File: src/rtl/core/hsoa_ram.sv
// generic single write port, single read port ram with registered read
// used for the home slots and the overflow area
// no dependencies
`default_nettype none

module hsoa_ram #(
  parameter int WIDTH = 8,
  parameter int DEPTH = 16
) (
  input  wire logic                                      clk,
  input  wire logic                                      we,
  input  wire logic [((DEPTH > 1) ? $clog2(DEPTH) : 1)-1:0] waddr,
  input  wire logic [WIDTH-1:0]                          wdata,
  input  wire logic [((DEPTH > 1) ? $clog2(DEPTH) : 1)-1:0] raddr,
  output logic [WIDTH-1:0]                               rdata
);

  logic [WIDTH-1:0] mem [DEPTH];

  always_ff @(posedge clk) begin
    if (we) begin
      mem[waddr] <= wdata;
    end
    rdata <= mem[raddr];
  end

endmodule

`default_nettype wire

File: config.mk
export PLATFORM = sky130hd
export DESIGN_NAME = hsoa_ram
export DESIGN_NICKNAME = d
export VERILOG_FILES = /design/src/rtl/core/hsoa_ram.sv
export SDC_FILE = /design/constraint.sdc
export NUM_CORES = 1
export LEC_CHECK = 0
export BUFFER_PORTS_ARGS = -buffer_cell sky130_fd_sc_hd__buf_2
export CORE_UTILIZATION = 39
export CTS_BUF_LIST = sky130_fd_sc_hd__clkbuf_8
export CTS_CLUSTER_DIAMETER = 40
export DETAILED_ROUTE_END_ITERATION = 8
export PLACE_DENSITY = 0.61
export SETUP_SLACK_MARGIN = 0.3
export SLEW_MARGIN = 20
export SYNTH_ARGS = -nofsm -noshare
export SYNTH_HDL_FRONTEND = slang
export SYNTH_SLANG_ARGS = --single-unit
File: constraint.sdc
create_clock -name clk -period 2.8 [get_ports clk]
set_input_delay 0.14 -clock clk [delete_from_list [all_inputs] [get_ports clk]]
set_output_delay 0.14 -clock clk [all_outputs]
set_load 0.05 [all_outputs]
* Word-level counts from Yosys, hierarchy flattened
Memory sizes are Yosys's and may differ from the RTL's. A register that Yosys moved wholly into a read port is not among the register bits.
Index checks and enable logic that the tools add are counted.
** Storage, ports and cells
- Register bits after elaboration :: 0
- Bits in latches :: 0
- RAM bits :: 128
- Memory bits (read-only) :: 0
- Bits of input ports :: 18
- Output and inout port bits :: 8
- Word-level logic and storage cells :: 3
- Memories :: 1
** Memories
- mem :: words 16, bits a word 8, rd ports 1, clocked after Yosys merged registers in 1, wr ports 1, RTL line 18 : logic [WIDTH-1:0] mem [DEPTH];
** Operators by class
- Add/subtract/negate cells :: 0
- Multiply operators :: 0
- Div/mod/pow operators :: 0
- Order comparisons :: 0
- Equality and inequality tests :: 0
- Shift operators :: 0
- Mux-type cells :: 2
- Bitwise gates (word level) :: 0
- Reduce and logical (&&, ||, !) cells :: 0
** Operators with widths (number)
- $mux 1 :: 2

* Longest topological paths before layout
- Word-level depth :: 2
- Mapped depth :: 5
- Mapped depth without buffers :: 3

* Worst setup path before layout
No wires, ideal clock.
- Path kind :: in2reg
- Start point :: in waddr[2] (netlist bit)
- End point :: mem mem[0][0], enable pin
- Library setup time :: 0.383 ns
- Data arrival time :: 1.250 ns
- Required time :: 2.417 ns
- Setup slack :: 1.167 ns
- Stages on the path :: 2
- Path buffers :: 0
- Path through :: or3b_2 > nor3_1
** RTL lines
- start, declared :: RTL line 12 : input wire logic [((DEPTH > 1) ? $clog2(DEPTH) : 1)-1:0] waddr,
- end, declared :: RTL line 18
Straight into the memory's write port.

* Worst setup path in the final report
- Start point :: in waddr[2] (netlist bit)
- End point :: mem mem[1][2], enable pin
Straight into the memory's write port.

==> results.yml <==
global_route:
  grt_pass1_vias: 2373
  grt_pass1_wl_mm: 14.6
  grt_max_degree: 33
  gr-usage-all-layers_pct: 15.8
  overflow: 0
  antenna_found_initial: 0
floorplan:
  die-area_um2: 13700
  start_util_pct: 40.5
  die_h_um: 117
  coreArea_um2: 12700
  die_x_um: 117
  ios: 26
  rows: 41
synth:
  yosys-top-cells-area: "edfxtp_1 75%, mux4_2 7.9%, mux4_1 7.1%"
  ys_warn_count: 0
  ys_ff_latch: 136
  synthCells: 229
  synth_top_area_share_pct: 74.7
  syn_nets: 247
  yosysTopAreaCell: "edfxtp_1"
  syn_area_um2: 5150
  yosysSeqAreaShare_pct: 77.8
  synth_area_per_cell_um2: 22.5
  synthDistinctLibCells: 19
timing:
  fin_crit_sh_pct: 51.2
  tightest_slew_ns: 0.911
  fin_skew_ns: 0.0142
  fmax_mhz: 697
  fin_ws_ns: 1.37
  period_minus_slack_ns: 1.43
  hold_violations: 0
  maxSlewViolCount: 0
  rsz0062_at_grt: "no"
  setup_tns_ns: 0
  slew_headroom_pct: 39.1
  finalSetupViolations: 0
routing:
  drc: 0
  wl_per_cell_um: 21.1
  dr.first_iter.drc_count: 207
  viasPerCell: 5.16
  routed_wl_mm: 9.69
  vias: 2364
  postRouteAntennaNets: 0
  first_pass_iters: 4
placement:
  pre_cts_ws_ns: 0.902
  port_buffers: 25
  place_congestion: 0.738
  postPlaceCellArea_um2: 5490
  dp_hpwl_mm: 6.13
worst_hold_path:
  hold_path.class: "primary input to flip-flop"
critical_path:
  crit_slowest_cell: "nor2_1"
  crit_path_max_incr_delay_ns: 0.71
  path_class: "primary input to flip-flop"
  required_ns: 2.84
  end_kind: "flip-flop"
  worst_setup_path_start_kind: "primary input"
  path_cells: "buf_2 -> or3b_2 -> nor2_1"
  worstPathArrival_ns: 1.48
  path_max_fanout: 8
power_and_ir_drop:
  power_mw: 4.10
  p_leak_nw: 1.94
  peakVddDrop_mv: 0.269
  p_per_area_nw_per_um2: 696
cts:
  clockRootBuffer: "clkbuf_8"
  path_clk_slew_ns: 0.08
  tritoncts: "yes"
  cts_resized: 0
  hold_buffers: 0
  clock_latency_ns: 0.43
  postCtsSetupRepairBufs: 0
  cts_buffers: 17
  cts_sinks: 136
  htree_levels: 4
  clock_path_buffers: 2
final_layout:
  nets: 291
  syn_to_final_growth_pct: 14.3
  drive_gt1_share_pct: 29.4
  final_util_pct: 46.2
  diodes: 0
  final_area_um2: 5880
flow_run:
  max_cap_violations: 0
run_status:
  outcome: "completed"
==> critical path: cells and delay by family <==
kind,cells,cell delay [ns]
buf+inv,1,0.11
simple gates,2,1.22
==> cell type report <==
| cell class | count | area, um^2 |
|---|---|---|
| fill | 1111 | 6840 |
| sequential | 136 | 4000 |
| multi-input combinational | 83 | 1060 |
| clock buffer | 19 | 262 |
| tap | 172 | 215 |
| timing repair buffer | 35 | 213 |
| clock inverter | 13 | 133 |
==> cells in the mapped netlist <==
| cell | number |
|---|---|
| and2_1 | 1 |
| nand3b_1 | 2 |
| nor2b_1 | 1 |
| clkdlybuf4s25_2 | 3 |
| nor2_1 | 13 |
| nand3_1 | 1 |
| dfxtp_1 | 8 |
| a22oi_1 | 16 |
| edfxtp_1 | 128 |
| or3b_2 | 1 |
| and2b_1 | 1 |
| nand2b_1 | 2 |
| buf_4 | 1 |
| nand2_1 | 9 |
| mux4_2 | 18 |
| nor3_1 | 4 |
| buf_6 | 3 |
| buf_2 | 3 |
| mux4_1 | 14 |
==> metal layers <==
layer  vias to the layer above  global-route usage, %  part of all wire (%)
met3                        10                   4.58                   2.9
li1                       1058                      -                     -
met4                         0                   5.57                   1.2
met1                      1260                   21.6                    47
met5                         -                      0                     0
met2                        36                   24.3                    49
==> cells in the final DEF, fill, tap and decap left out <==
cell,synthesis,layout
bufinv_16,0,2
mux4_2,18,18
nor3_1,4,4
and2b_1,1,1
edfxtp_1,128,128
buf_4,1,9
mux4_1,14,14
nor2b_1,1,1
nand3_1,1,1
buf_2,3,25
nand3b_1,2,2
clkinv_2,0,2
clkinv_4,0,1
nand2b_1,2,2
inv_1,0,2
or3b_2,1,1
clkinvlp_4,0,5
inv_6,0,1
dfxtp_1,8,8
clkbuf_8,0,19
buf_12,0,1
a22oi_1,16,16
nand2_1,9,9
nor2_1,13,13
and2_1,1,1
==> stage by stage <==
step,instances,hold slack (ns)
2_1_floorplan,229,0.239
3_3_place_gp,426,0.536
3_5_place_dp,426,0.552
4_1_cts,458,0.0790
5_1_grt,458,0.0807
6_report,458,0.105
==> power by group <==
group | switching [mW] | total [mW] | leakage [nW] | internal, mW
logic | 0.163 | 0.250 | 0.527 | 0.0871
clock network | 0.727 | 1.56 | 0.193 | 0.832
registers | 0.0136 | 2.29 | 1.22 | 2.27
total | 0.904 | 4.10 | 1.94 | 3.19
==> kinds of logic (layout without fill, tap and decap cells) <==
logic type,count (synthesis),in the layout,share of synthesized area (%)
AO/OA/AOI/OAI,16,16,2.33
buffers and inverters,10,67,1.68
flip-flops,136,136,77.8
multiplexers,32,32,15.0
AND/OR/NAND/NOR,35,35,3.18
==> registers in the layout (all words and copies together), names as in the netlist <==
name / cells
rdata: 8
mem: 128
==> worst paths after layout <==
check / startpoint / depth (start not counted) / slack, ns / end
worst max-delay path: waddr[2] / 3 / 1.37 / mem[1][2]
worst min-delay path: wdata[2] / 1 / 0.10 / mem[10][2]
worst max register to register: mem[9][3] / 3 / 1.40 / rdata[3]
worst min register to register: mem[14][4] / 3 / 0.67 / rdata[4]
No activity file was read; power rests on OpenSTA's default activity.
